[src/pnd_pkg.sv]
// Shared widths, note tables and stage structs for the pitch-to-note deviation block
`default_nettype none

package pnd_pkg;

  // Number formats
  localparam int FREQ_FRAC_BITS = 6;
  localparam int TOL_FRAC_BITS  = 16;

  // Port field widths
  localparam int IN_W       = 18;
  localparam int TOL_W      = 16;
  localparam int NOTE_IDX_W = 4;
  localparam int OCT_W      = 3;
  localparam int NOM_OUT_W  = 18;
  localparam int DEV_OUT_W  = 19;

  localparam int MAX_OCT     = 6;
  localparam int NOTES       = 12;
  localparam int TOL_RESET   = 655;
  localparam int NOM_OUT_MAX = (1 << NOM_OUT_W) - 1;
  localparam int DEV_LIM     = (1 << (DEV_OUT_W - 1)) - 1;

  // Internal widths: a base note stays below 2^(FREQ_FRAC_BITS+7)
  localparam int NOTE_W    = FREQ_FRAC_BITS + 7;
  localparam int MID_W     = NOTE_W + 1;
  localparam int NOM_W     = NOTE_W + MAX_OCT;
  localparam int DEVI_W    = ((NOM_W > IN_W) ? NOM_W : IN_W) + 1;
  localparam int MAG_W     = DEVI_W - 1;
  localparam int PROD_W    = TOL_W + NOM_W;
  localparam int SMAG_W    = MAG_W + TOL_FRAC_BITS;
  localparam int CMPT_W    = (PROD_W > SMAG_W) ? PROD_W : SMAG_W;
  localparam int OCT_CMP_W = ((IN_W + 2) > (MID_W + MAX_OCT + 1)) ? (IN_W + 2)
                                                                 : (MID_W + MAX_OCT + 1);
  localparam int NOTE_CMP_W = ((IN_W + 1) > MID_W) ? (IN_W + 1) : MID_W;
  localparam int SAT_W      = (NOM_W > NOM_OUT_W) ? NOM_W : NOM_OUT_W;

  // Base octave E1..D#2 in 1/1024 Hz
  localparam int unsigned BASE1024 [NOTES] = '{
    42192, 44701, 47359, 50175, 53159, 56320,
    59669, 63217, 66976, 70959, 75178, 79649
  };

  // Base note rounded half up to the input step; index NOTES is the next E
  function automatic logic [NOTE_W-1:0] note_const(input int i);
    int unsigned r;
    if (i >= NOTES) begin
      r = (BASE1024[0] * 2 + (1 << (10 - FREQ_FRAC_BITS))) >> (11 - FREQ_FRAC_BITS);
      r = r * 2;
    end else begin
      r = (BASE1024[i] * 2 + (1 << (10 - FREQ_FRAC_BITS))) >> (11 - FREQ_FRAC_BITS);
    end
    return r[NOTE_W-1:0];
  endfunction

  // Twice the midpoint between note i and note i+1
  function automatic logic [MID_W-1:0] mid_const(input int i);
    return MID_W'(note_const(i)) + MID_W'(note_const(i + 1));
  endfunction

  // Four times the upper octave midpoint of octave i-1
  function automatic logic [OCT_CMP_W-1:0] oct_thr(input int i);
    return OCT_CMP_W'(mid_const(NOTES - 1)) << i;
  endfunction

  // Classify stage contents
  typedef struct packed {
    logic [IN_W-1:0]       freq;
    logic [OCT_W-1:0]      octave;
    logic [NOTE_IDX_W-1:0] note;
    logic                  oor;
  } cls_t;

  // Arithmetic stage contents
  typedef struct packed {
    logic [NOTE_IDX_W-1:0] note;
    logic [OCT_W-1:0]      octave;
    logic                  oor;
    logic [NOM_W-1:0]      nominal;
    logic [DEVI_W-1:0]     dev;
    logic [MAG_W-1:0]      mag;
    logic [PROD_W-1:0]     prod;
  } arith_t;

  // Result item
  typedef struct packed {
    logic [DEV_OUT_W-1:0]  deviation;
    logic [NOM_OUT_W-1:0]  nominal;
    logic [OCT_W-1:0]      octave;
    logic [NOTE_IDX_W-1:0] note;
    logic                  oor;
  } res_t;

endpackage

`default_nettype wire

[src/pnd_classify.sv]
// Octave and nearest-note selection from the measured frequency
`default_nettype none

module pnd_classify (
  input  wire logic [pnd_pkg::IN_W-1:0] freq,
  output pnd_pkg::cls_t                 cls
);

  logic [pnd_pkg::OCT_CMP_W-1:0]  f4;
  logic [pnd_pkg::IN_W:0]         f2_norm;
  logic [pnd_pkg::OCT_W-1:0]      octave;
  logic [pnd_pkg::NOTE_IDX_W-1:0] note;

  // Pick the octave against the scaled D#/E midpoints; a tie stays low
  always_comb begin
    f4     = pnd_pkg::OCT_CMP_W'({freq, 2'b00});
    octave = '0;
    for (int i = 1; i <= pnd_pkg::MAX_OCT; i++) begin
      if (f4 > pnd_pkg::oct_thr(i)) octave = pnd_pkg::OCT_W'(i);
    end
  end

  // Scale the input down to the base octave; exact because the midpoints carry zero low bits
  assign f2_norm = {freq, 1'b0} >> octave;

  // Pick the note; a tie goes to the upper note
  always_comb begin
    note = '0;
    for (int i = 0; i < pnd_pkg::NOTES - 1; i++) begin
      if (pnd_pkg::NOTE_CMP_W'(f2_norm) >= pnd_pkg::NOTE_CMP_W'(pnd_pkg::mid_const(i)))
        note = pnd_pkg::NOTE_IDX_W'(i + 1);
    end
  end

  assign cls.freq   = freq;
  assign cls.octave = octave;
  assign cls.note   = note;
  assign cls.oor    = f4 > pnd_pkg::oct_thr(pnd_pkg::MAX_OCT + 1);

endmodule

`default_nettype wire

[src/pnd_arith.sv]
// Nominal frequency, raw deviation and tolerance product
`default_nettype none

module pnd_arith (
  input  wire pnd_pkg::cls_t             cls,
  input  wire logic [pnd_pkg::TOL_W-1:0] tolerance_fraction,
  output pnd_pkg::arith_t                ar
);

  logic [pnd_pkg::NOTE_W-1:0] base;
  logic [pnd_pkg::NOM_W-1:0]  nominal;
  logic [pnd_pkg::DEVI_W-1:0] dev;
  logic [pnd_pkg::DEVI_W-1:0] dev_neg;

  // Look up the base-octave note
  always_comb begin
    base = '0;
    for (int i = 0; i < pnd_pkg::NOTES; i++) begin
      if (cls.note == pnd_pkg::NOTE_IDX_W'(i)) base = pnd_pkg::note_const(i);
    end
  end

  // Scale to the octave and take measured minus nominal
  assign nominal = pnd_pkg::NOM_W'(base) << cls.octave;
  assign dev     = pnd_pkg::DEVI_W'(cls.freq) - pnd_pkg::DEVI_W'(nominal);
  assign dev_neg = -dev;

  assign ar.note    = cls.note;
  assign ar.octave  = cls.octave;
  assign ar.oor     = cls.oor;
  assign ar.nominal = nominal;
  assign ar.dev     = dev;
  assign ar.mag     = dev[pnd_pkg::DEVI_W-1] ? dev_neg[pnd_pkg::MAG_W-1:0]
                                             : dev[pnd_pkg::MAG_W-1:0];
  assign ar.prod    = pnd_pkg::PROD_W'(tolerance_fraction) * pnd_pkg::PROD_W'(nominal);

endmodule

`default_nettype wire

[src/pnd_finish.sv]
// Tolerance test, saturation and out-of-range forcing of the result
`default_nettype none

module pnd_finish (
  input  wire pnd_pkg::arith_t ar,
  output pnd_pkg::res_t        res
);

  localparam logic signed [pnd_pkg::DEVI_W-1:0] DEV_HI = pnd_pkg::DEVI_W'(pnd_pkg::DEV_LIM);
  localparam logic signed [pnd_pkg::DEVI_W-1:0] DEV_LO = -DEV_HI;

  logic                              in_tol;
  logic signed [pnd_pkg::DEVI_W-1:0] dev_tol;
  logic signed [pnd_pkg::DEVI_W-1:0] dev_sat;
  logic [pnd_pkg::NOM_OUT_W-1:0]     nom_sat;

  // Zero the deviation when |dev| is strictly below tolerance times nominal
  assign in_tol  = (pnd_pkg::CMPT_W'(ar.mag) << pnd_pkg::TOL_FRAC_BITS)
                   < pnd_pkg::CMPT_W'(ar.prod);
  assign dev_tol = in_tol ? '0 : $signed(ar.dev);

  // Clamp deviation and nominal to the output ranges
  always_comb begin
    if (dev_tol > DEV_HI)      dev_sat = DEV_HI;
    else if (dev_tol < DEV_LO) dev_sat = DEV_LO;
    else                       dev_sat = dev_tol;
    if (pnd_pkg::SAT_W'(ar.nominal) > pnd_pkg::SAT_W'(pnd_pkg::NOM_OUT_MAX))
      nom_sat = pnd_pkg::NOM_OUT_W'(pnd_pkg::NOM_OUT_MAX);
    else
      nom_sat = pnd_pkg::NOM_OUT_W'(ar.nominal);
  end

  // Drop every field but the flag when out of range
  always_comb begin
    res.oor = ar.oor;
    if (ar.oor) begin
      res.note      = '0;
      res.octave    = '0;
      res.nominal   = '0;
      res.deviation = '0;
    end else begin
      res.note      = ar.note;
      res.octave    = ar.octave;
      res.nominal   = nom_sat;
      res.deviation = dev_sat[pnd_pkg::DEV_OUT_W-1:0];
    end
  end

endmodule

`default_nettype wire

[src/pitch_to_note_deviation.sv]
// Top level of the pitch-to-note deviation block: stage registers and stream handshake
//
//   channel  | direction | payload
//   ---------+-----------+--------------------------------------------------
//   s_axis   | in        | tdata: measured_freq
//   m_axis   | out       | tdata: note_index, octave, nominal_freq, deviation;
//            |           | tuser: out_of_range
//   cfg      | in        | tolerance_fraction, written when cfg_we is high
//
// One item per cycle sustained while m_axis is not stalled.
// The path runs through four registers: input, classify, arithmetic, result.
// Reset clears every stage valid and loads tolerance_fraction with 655.
// A stall on m_axis holds the result and fills the stages behind it; s_axis_tready
// falls only once every stage holds an item.
`default_nettype none

module pitch_to_note_deviation (
  input  wire logic        clk,
  input  wire logic        rst,
  input  wire logic        s_axis_tvalid,
  output logic             s_axis_tready,
  input  wire logic [23:0] s_axis_tdata,   // [17:0] measured_freq, [23:18] zero
  output logic             m_axis_tvalid,
  input  wire logic        m_axis_tready,
  output logic [47:0]      m_axis_tdata,   // [3:0] note_index, [6:4] octave,
                                           // [24:7] nominal_freq, [43:25] deviation,
                                           // [47:44] zero
  output logic             m_axis_tuser,   // [0] out_of_range
  input  wire logic        cfg_we,
  input  wire logic [15:0] cfg_wdata
);

  logic [pnd_pkg::TOL_W-1:0] tolerance_fraction;
  logic [pnd_pkg::IN_W-1:0]  freq_in;
  logic                      v_in;
  pnd_pkg::cls_t             cls_next;
  pnd_pkg::cls_t             cls;
  logic                      v_cls;
  pnd_pkg::arith_t           ar_next;
  pnd_pkg::arith_t           ar;
  logic                      v_ar;
  pnd_pkg::res_t             res_next;
  pnd_pkg::res_t             res;
  logic                      rdy_out;
  logic                      rdy_ar;
  logic                      rdy_cls;
  logic                      rdy_in;

  // Stage ready chain: a stage may load when empty or when the stage after it moves
  assign rdy_out       = !m_axis_tvalid || m_axis_tready;
  assign rdy_ar        = !v_ar || rdy_out;
  assign rdy_cls       = !v_cls || rdy_ar;
  assign rdy_in        = !v_in || rdy_cls;
  assign s_axis_tready = rdy_in;

  // Hold the tolerance register
  always_ff @(posedge clk) begin
    if (rst) begin
      tolerance_fraction <= pnd_pkg::TOL_W'(pnd_pkg::TOL_RESET);
    end else if (cfg_we) begin
      tolerance_fraction <= cfg_wdata;
    end
  end

  // Stage valids
  always_ff @(posedge clk) begin
    if (rst) begin
      v_in          <= 1'b0;
      v_cls         <= 1'b0;
      v_ar          <= 1'b0;
      m_axis_tvalid <= 1'b0;
    end else begin
      if (rdy_in)  v_in          <= s_axis_tvalid;
      if (rdy_cls) v_cls         <= v_in;
      if (rdy_ar)  v_ar          <= v_cls;
      if (rdy_out) m_axis_tvalid <= v_ar;
    end
  end

  // Stage payloads advance only with a valid item behind them
  always_ff @(posedge clk) begin
    if (rdy_in && s_axis_tvalid) freq_in <= s_axis_tdata[pnd_pkg::IN_W-1:0];
    if (rdy_cls && v_in)         cls     <= cls_next;
    if (rdy_ar && v_cls)         ar      <= ar_next;
    if (rdy_out && v_ar)         res     <= res_next;
  end

  pnd_classify u_classify (
    .freq (freq_in),
    .cls  (cls_next)
  );

  pnd_arith u_arith (
    .cls                (cls),
    .tolerance_fraction (tolerance_fraction),
    .ar                 (ar_next)
  );

  pnd_finish u_finish (
    .ar  (ar),
    .res (res_next)
  );

  // Pack the result item
  assign m_axis_tdata = {4'b0000, res.deviation, res.nominal, res.octave, res.note};
  assign m_axis_tuser = res.oor;

endmodule

`default_nettype wire

[config.mk]
export PLATFORM = sky130hd
export DESIGN_NAME = pitch_to_note_deviation
export DESIGN_NICKNAME = d
export VERILOG_FILES = /design/src/pnd_pkg.sv /design/src/pnd_classify.sv /design/src/pnd_arith.sv /design/src/pnd_finish.sv /design/src/pitch_to_note_deviation.sv
export SDC_FILE = /design/constraint.sdc
export NUM_CORES = 1
export LEC_CHECK = 0
export ABC_AREA = 1
export BUFFER_PORTS_ARGS = -buffer_cell sky130_fd_sc_hd__buf_2
export CAP_MARGIN = 20
export CORE_UTILIZATION = 69
export CTS_CLUSTER_DIAMETER = 150
export CTS_CLUSTER_SIZE = 25
export DETAILED_ROUTE_END_ITERATION = 16
export GPL_TIMING_DRIVEN = 0
export PLACE_DENSITY = 0.94
export SKIP_CTS_REPAIR_TIMING = 1
export SYNTH_ARGS = -nofsm -noshare
export SYNTH_HDL_FRONTEND = slang
export SYNTH_SLANG_ARGS = --single-unit
[constraint.sdc]
create_clock -name clk -period 14.95 [get_ports clk]
set_clock_uncertainty 0.05 [all_clocks]
set_input_delay 0.7475 -clock clk [delete_from_list [all_inputs] [get_ports clk]]
set_output_delay 0.7475 -clock clk [all_outputs]
set_load 0.05 [all_outputs]
== After elaboration in Yosys (flattened, before gate mapping) ==
Cells that the tools add are included.

* Equality and inequality tests: 11
* Reduce and logical (&&, ||, !) cells: 16
* Magnitude comparators: 22
* Shift operators: 2
* Mux-type cells: 33
* Multipliers: 1
* Add/sub/neg operators: 2

{| class="wikitable"
|+ Operator list
! operator !! number
|-
| $ge 19x13->1 const B || 8
|-
| $mux 12 || 8
|-
| $ge 19x14->1 const B || 3
|-
| $mux 13 || 4
|-
| $gt 20x19->1 const B || 2
|-
| $mux 19 || 2
|-
| $mux 18 || 2
|-
| $lt 35x35->1 || 1
|-
| $mul 16x19->35 || 1
|-
| $mux 4 || 6
|-
| $gt 20x21->1 const B || 1
|-
| $gt 20x15->1 const B || 1
|-
| $gt 20x16->1 const B || 1
|-
| $gt 20x17->1 const B || 1
|-
| $gt 20x18->1 const B || 1
|-
| $gt 20x20->1 const B || 1
|-
| $lt 20x19->1 const B || 1
|-
| $mux 20 || 1
|-
| $sub 18x19->20 || 1
|-
| $gt 19x18->1 const B || 1
|-
| $neg 19->19 || 1
|-
| $shl 13x3->19 || 1
|-
| $shr 19x3->19 || 1
|-
| $eq 4x3->1 const B || 4
|-
| other kinds (12) || 33
|}

* Output and inout bits: 51
* Bits in registers: 210
* Input bits: 45
* Logic and storage cells: 112

== Depth between registers and ports, before layout ==
Gate-level depths: netlist of the first run.

* Depth in word-level cells: 19
* Depth in mapped cells: 40
* Mapped depth without buffers: 38

== Modules after synthesis ==
Synthesis of the first run repeated with hierarchy kept, for this count alone.

* Cell total of the unflattened synthesis: 2730
* Area total of the unflattened synthesis: 22432.8 um^2

{| class="wikitable"
|+ Modules (own cells, without submodules)
! module !! sequential area each (um^2) !! cells each !! instances !! area each (um^2)
|-
| pnd_arith || 0.0 || 1773 || 1 || 12713.4
|-
| pitch_to_note_deviation || 6105.9 || 288 || 1 || 6463.7
|-
| pnd_classify || 0.0 || 415 || 1 || 1948.1
|-
| pnd_finish || 0.0 || 254 || 1 || 1307.5
|}

== Worst setup path before layout of the first run ==
Ideal clock, no wire load.

* Kind: register -> register
* From: reg, netlist name cls[4]
* To: reg, netlist name ar[33]
* Setup time: 269 ps
* Setup slack: 7787 ps
* Period minus slack after synthesis: 7163 ps
* Path buffers: 2
* Data required time: 14631 ps
* Arrival: 6844 ps
* Cell stages (with the launch flop): 36
* Cells stage by stage: edfxtp_1 -> buf_2 -> inv_1 -> nor2_1 -> inv_1 -> nor2_1 -> nor3_1 -> nand2_1 -> nand2_1 -> nor2_1 -> inv_1 -> nor2_1 -> inv_1 -> clkbuf_1 -> nor2_1 -> fa_1 -> fa_1 -> fa_1 -> fa_1 -> fa_1 -> inv_1 -> fa_1 -> inv_1 -> ha_1 -> nand2_1 -> o21ai_0 -> o21bai_1 -> nand3_1 -> nand2_1 -> nand2_1 -> nand2_1 -> a21oi_1 -> o21ai_1 -> inv_1 -> o31ai_1 -> xor2_1

==> parameters.txt, run 1 <==
Parameter                              Value

Run status
  Status    completed

Power
  Highest ir drop seen on vdd    roughly 0.00024 V
  PwrDens    between 200 and 250 mW/mm^2
  Static leakage    10.6 nW

Clocking
  Root buffer cell    clkbuf_16
  Clk buf depth    3
  Sink Count    slightly above 200
  CTS Buf Count    12
  Insertion delay to the later sink of the worst-skew pair    ~0.52 ns
  TritonCTS clock tree    done
  Clock input transition at the sequential cells of the worst setup and hold paths    about 0.13 ns
  Count of H-tree levels built during CTS    1

Setup path
  Source of the worst register-to-register timing path    cls[4]
  Critical Setup Path Class    reg -> reg
  Highest net fanout along the worst path    10
  Delay of the slowest cell on the worst path    ~0.63 ns
  Slowest CP cell    clkinv_1
  Arrival time reported for the critical path endpoint    9.58 ns
  Req. time, crit path    15.14 ns
  Critical path endpoint category    flop
  Crit path launch type    flop
  Startpoint of the most critical setup path    cls[4]
  Most common cell on crit path    inv_1

Placement
  Weighted congestion reported at the end of routability-driven placement    between 0.9 and 1
  Count of port buffers added during placement    84
  Worst-case setup slack after placement    6.01 ns
  Detailed Place HPWL    approximately 44000 um

Job
  Max-cap viol count    0

Synthesis
  Primary FF master, synth    edfxtp_1
  Average footprint of a synthesized cell    around 8.7 um^2
  Number of register bits inferred by synthesis    206
  EDFF count, synth    between 150 and 200
  Sequential share of the synthesized area    0.296
  Number of warning messages in the yosys log    0
  Fraction of post-synthesis cell area in the top cell type by area    0.276
  Count of mapped cells out of synthesis    ~2300
  Distinct cell type count after synthesis    between 50 and 60
  Largest area contributor in the netlist    edfxtp_1
  Summed instance area of the synthesized netlist    around 0.02 mm^2
  Top area cells in the synthesized netlist    edfxtp_1, fa_1, ha_1
  Post-synth top cells    nand2_1, inv_1, nor2_1
  Most common cell in the netlist    nand2_1
  Async set-or-reset flop fraction in the synthesized netlist    0

Global route
  Global-route wire length before repair    87700 um
  GRT Residual Overflow    0
  Antenna violations before repair    1
  Via count of the first global-routing pass    roughly 17000
  Tot GR Track Use    0.382
  Pin count of the biggest net entering global routing    between 70 and 80

Hold path
  Origin of the worst min-delay path    ar[97]
  Tightest Hold Check Type    reg -> reg

Cells and area
  Number of nets in the layout    about 2900
  Proportion of layout cells with a drive suffix above 1    0.0735
  Layout overhead on the synthesized area    6.95%
  Finished Core Util    0.751

Floorplanning
  Vert. Die Dim    between 150 and 200 um
  Total I/O pin count    96
  Core outline area    ~0.029 mm^2
  Row count    62
  Initial Utilization    0.702
  Total Die Area    0.0300 mm^2
  Die Wd    between 150 and 200 um

STA
  Highest achievable clock rate    about 110 MHz
  Final-layout setup total negative slack    0 ns
  Pins Over Slew Limit    0
  Final Cycle Share    0.628
  Rel. slew slack    0.338
  Final Setup Violations    0
  Unrepaired setup endpoints after global routing    no
  Post-layout worst setup margin    between 5 and 6 ns
  Clock period minus worst slack    9.40 ns
  Slew at the pin with the worst max-slew slack    approximately 1 ns
  Total count of hold-check failures in the final report    0

Route
  Post-DR vias/cell    ~6
  Number of optimization iterations in the first detailed-route pass    8
  Number of DRC violations after detailed routing    0
  Vias    approximately 17000
  Iter 0 DRT Violations    approximately 1800
  Final wirelength    ~56000 um
  Antenna-violating nets left    0
  Routed wire length per instance    roughly 20 um
[per-layer routing]
metal	up-vias	GRT usage	part of all wire
li1	7508	-	-
met1	7913	0.452	0.34
met2	1093	0.626	0.47
met3	323	0.0875	0.11
met4	2	0.254	0.080
met5	-	0	0.00023
[area by class of cell]
cell class,instances,area [um^2]
flip-flops and latches,206,5990
fillers,2008,7170
multi-input cells,1593,12200
well taps,384,480
plain buffers,73,327
inverters,465,1750
clock buffers,18,344
clock inverters,2,21.3
repair buffers,92,528
diodes,2,5.00
[stage by stage]
step           power, mW  instances  hold WS [ns]  area, um^2
6_report            4.38       2835         0.362       21600
5_1_grt             4.70       2833         0.373       21600
4_1_cts             4.30       2833         0.376       21600
3_5_place_dp        3.89       2813         0.356       21200
3_3_place_gp        3.75       2805         0.355       21100
2_1_floorplan       3.11       2337         0.350       20200
[worst max-delay path, delay by kind of cell, from the launching register on]
kind | cells | cell delay, ns
compound gates | 9 | 2.29
xor+xnor | 1 | 0.18
fa+ha+maj | 7 | 2.94
buf+inv | 10 | 1.42
flops | 1 | 0.42
simple gates | 9 | 1.83
[report_power, final]
group	leakage [nW]	internal (mW)	switching [mW]
sequential	1.90	0.840	0.0237
combinational	8.53	1.15	2.00
clock	0.177	0.165	0.204
total	10.6	2.16	2.23
[flip-flops by register name, indices dropped and copies added (netlist names)]
signal / cells
ar: 99
m_axis_tdata: 44
cls: 25
freq_in: 18
tolerance_fraction: 16
m_axis_tvalid: 1
v_ar: 1
v_cls: 1
v_in: 1
[path summary, 6_finish.rpt]
path | cells after the start | endpoint | slack [ns]
hold reg to reg | 0 | m_axis_tdata[0] | 0.36
hold / removal | 0 | m_axis_tdata[0] | 0.36
setup / recovery | 36 | ar[30] | 5.55
setup reg to reg | 36 | ar[30] | 5.55
[layout by cell type (no fill, tap or decap), drive strengths merged, types with 2 or more instances in the layout]
| cell | instances |
|---|---|
| inv | 454 |
| edfxtp | 186 |
| o31ai | 6 |
| nor3 | 17 |
| a21boi | 3 |
| nand4 | 12 |
| a211oi | 2 |
| dfxtp | 20 |
| o221ai | 2 |
| a31oi | 7 |
| clkinv | 13 |
| nand2 | 485 |
| o21bai | 4 |
| clkbuf | 63 |
| o22ai | 3 |
| a21oi | 95 |
| nand3b | 2 |
| xnor2 | 21 |
| conb | 5 |
| or2 | 21 |
| ha | 145 |
| mux2i | 2 |
| fa | 237 |
| nor2 | 260 |
| nor4 | 9 |
| a21o | 3 |
| buf | 120 |
| o21a | 2 |
| o21ai | 78 |
| o211ai | 4 |
| nand3 | 116 |
| xor2 | 45 |
| diode | 2 |
[cell families (layout without fill, tap and decap cells)]
| logic type | Yosys count | count (layout) | synth area share |
|---|---|---|---|
| other cells | 1 | 7 | 0.000186 |
| flops | 206 | 206 | 0.296 |
| simple gates | 923 | 923 | 0.188 |
| compound gates | 215 | 215 | 0.0588 |
| xor+xnor | 66 | 66 | 0.0286 |
| buf+inv | 538 | 650 | 0.103 |
| fa+ha+maj | 382 | 382 | 0.325 |
| mux | 2 | 2 | 0.000991 |
Power figures use the tool's default switching activity.
==> run 2: changes to the inputs <==
CORE_UTILIZATION = 58   (was 69)
PLACE_DENSITY = 0.85   (was 0.94)
clock period = 7.9 ns   (was 14.95 ns; I/O delays follow)
==> parameters.txt, run 2 (synthesis results as in run 1) <==
Parameter                              Value

Run status
  Status    completed

Cells and area
  Most common cell after layout, fill and taps aside    nand2_1
  Finished Core Util    0.660
  Number of flip-flops under the largest register name    99
  Number of nets in the layout    2912
  Largest reg by FF count    ar
  Finished Cell Area    ~0.022 mm^2
  Commonest cells after routing, fill and taps aside    nand2_1, inv_1, nor2_1, fa_1, edfxtp_1
  Proportion of layout cells with a drive suffix above 1    0.115
  Layout overhead on the synthesized area    10.7%
  Non-filler instance count after layout    2942

STA
  Total count of hold-check failures in the final report    0
  Clock period minus worst slack    approximately 8 ns
  Slew at the pin with the worst max-slew slack    0.786 ns
  Final Setup Violations    0
  Pins Over Slew Limit    0
  Highest achievable clock rate    about 130 MHz
  Hold slack    between 0.02 and 0.03 ns
  Final-layout setup total negative slack    0 ns
  Rel. slew slack    0.476
  Final Cycle Share    0.988
  Unrepaired setup endpoints after global routing    yes

Power
  Static leakage    approximately 11 nW
  Highest ir drop seen on vdd    roughly 0.0011 V
  PwrDens    just under 400 mW/mm^2

Floorplanning
  Initial Utilization    0.597
  Vert. Die Dim    about 190 um
  Total Die Area    between 0.03 and 0.04 mm^2
  Row count    67
  Die Wd    around 190 um
  Core outline area    0.0339 mm^2
  Total I/O pin count    96

Route
  Antenna-violating nets left    0
  Post-DR vias/cell    roughly 5.7
  Vias    between 15000 and 20000
  Iter 0 DRT Violations    around 1300
  Routed wire length per instance    18.9 um
  Number of DRC violations after detailed routing    0
  Final wirelength    about 56000 um
  Number of optimization iterations in the first detailed-route pass    7

Placement
  Count of port buffers added during placement    84
  Weighted congestion reported at the end of routability-driven placement    between 1 and 1.5
  Number of placed instances with taps included    2875
  Detailed Place HPWL    43400 um
  Instance area at placement    between 0.02 and 0.025 mm^2

Setup path
  Critical path endpoint category    flop
  Critical Setup Path Class    reg -> reg
  Req. time, crit path    8.09 ns
  Crit path launch type    flop
  Highest net fanout along the worst path    10
  Delay of the slowest cell on the worst path    0.57 ns
  Slowest CP cell    fa_1
  Arrival time reported for the critical path endpoint    approximately 8.0 ns

Clocking
  Insertion delay to the later sink of the worst-skew pair    between 0.4 and 0.5 ns
  Clk buf depth    3
  Root buffer cell    clkbuf_16
  Count of H-tree levels built during CTS    1
  TritonCTS clock tree    done
  Clock input transition at the sequential cells of the worst setup and hold paths    roughly 0.10 ns
  Sink Count    about 210
  CTS Buf Count    12

Global route
  Via count of the first global-routing pass    16600
  GRT Residual Overflow    0
  Tot GR Track Use    0.309
  Global-route wire length before repair    ~85000 um
  Pin count of the biggest net entering global routing    74
  Antenna violations before repair    5

Job
  Max-cap viol count    0

Hold path
  Tightest Hold Check Type    in -> reg
## run 2: area by class of cell
type | instances | area [um^2]
tap | 448 | 561
antenna | 3 | 7.51
inverter | 465 | 1780
clock buffer | 18 | 344
buffer | 70 | 355
clock inverter | 2 | 25.0
timing repair buffer | 135 | 877
multi-input combinational | 1593 | 12400
timing repair inverter | 2 | 12.5
fill | 2713 | 11500
sequential | 206 | 5990
## run 2: power by group
group	leakage [nW]	internal, mW	switching, mW
Combinational	8.80	2.50	3.93
Clock	0.178	0.312	0.371
Sequential	1.90	1.59	0.0454
Total	10.9	4.40	4.35
## run 2: per-layer routing
metal / global-route usage / up-vias / part of all wire / wire length, um
met2: 0.531 / 859 / 0.49 / 27000
met4: 0.146 / 4 / 0.057 / 3160
met5: 0 / - / 0.00045 / 25
met3: 0.0535 / 216 / 0.090 / 4990
li1: - / 7593 / - / -
met1: 0.377 / 7991 / 0.37 / 20500
## run 2: worst paths after layout
| kind | startpoint | to | slack [ns] | depth (start not counted) |
|---|---|---|---|---|
| max | cls[4] | ar[31] | 0.09 | 35 |
| min | s_axis_tdata[1] | freq_in[1] | 0.03 | 1 |
| max reg2reg | cls[4] | ar[31] | 0.09 | 35 |
| min reg2reg | ar[99] | m_axis_tdata[2] | 0.38 | 0 |
## run 2: critical path, delay by kind of cell (launching register included)
family | cells | cell delay, ns
fa+ha+maj | 7 | 3.64
simple gates | 11 | 1.25
compound gates | 8 | 1.17
buf+inv | 8 | 0.90
flops | 1 | 0.40
xor+xnor | 1 | 0.14
## run 2: per-stage QoR
stage               setup WS [ns]  power, mW
finish                     0.0928       8.75
global route               -0.282       9.45
CTS                         -1.30       8.18
detailed placement          -1.26       7.46
global placement            -1.25       7.25
floorplan                   0.737       5.88
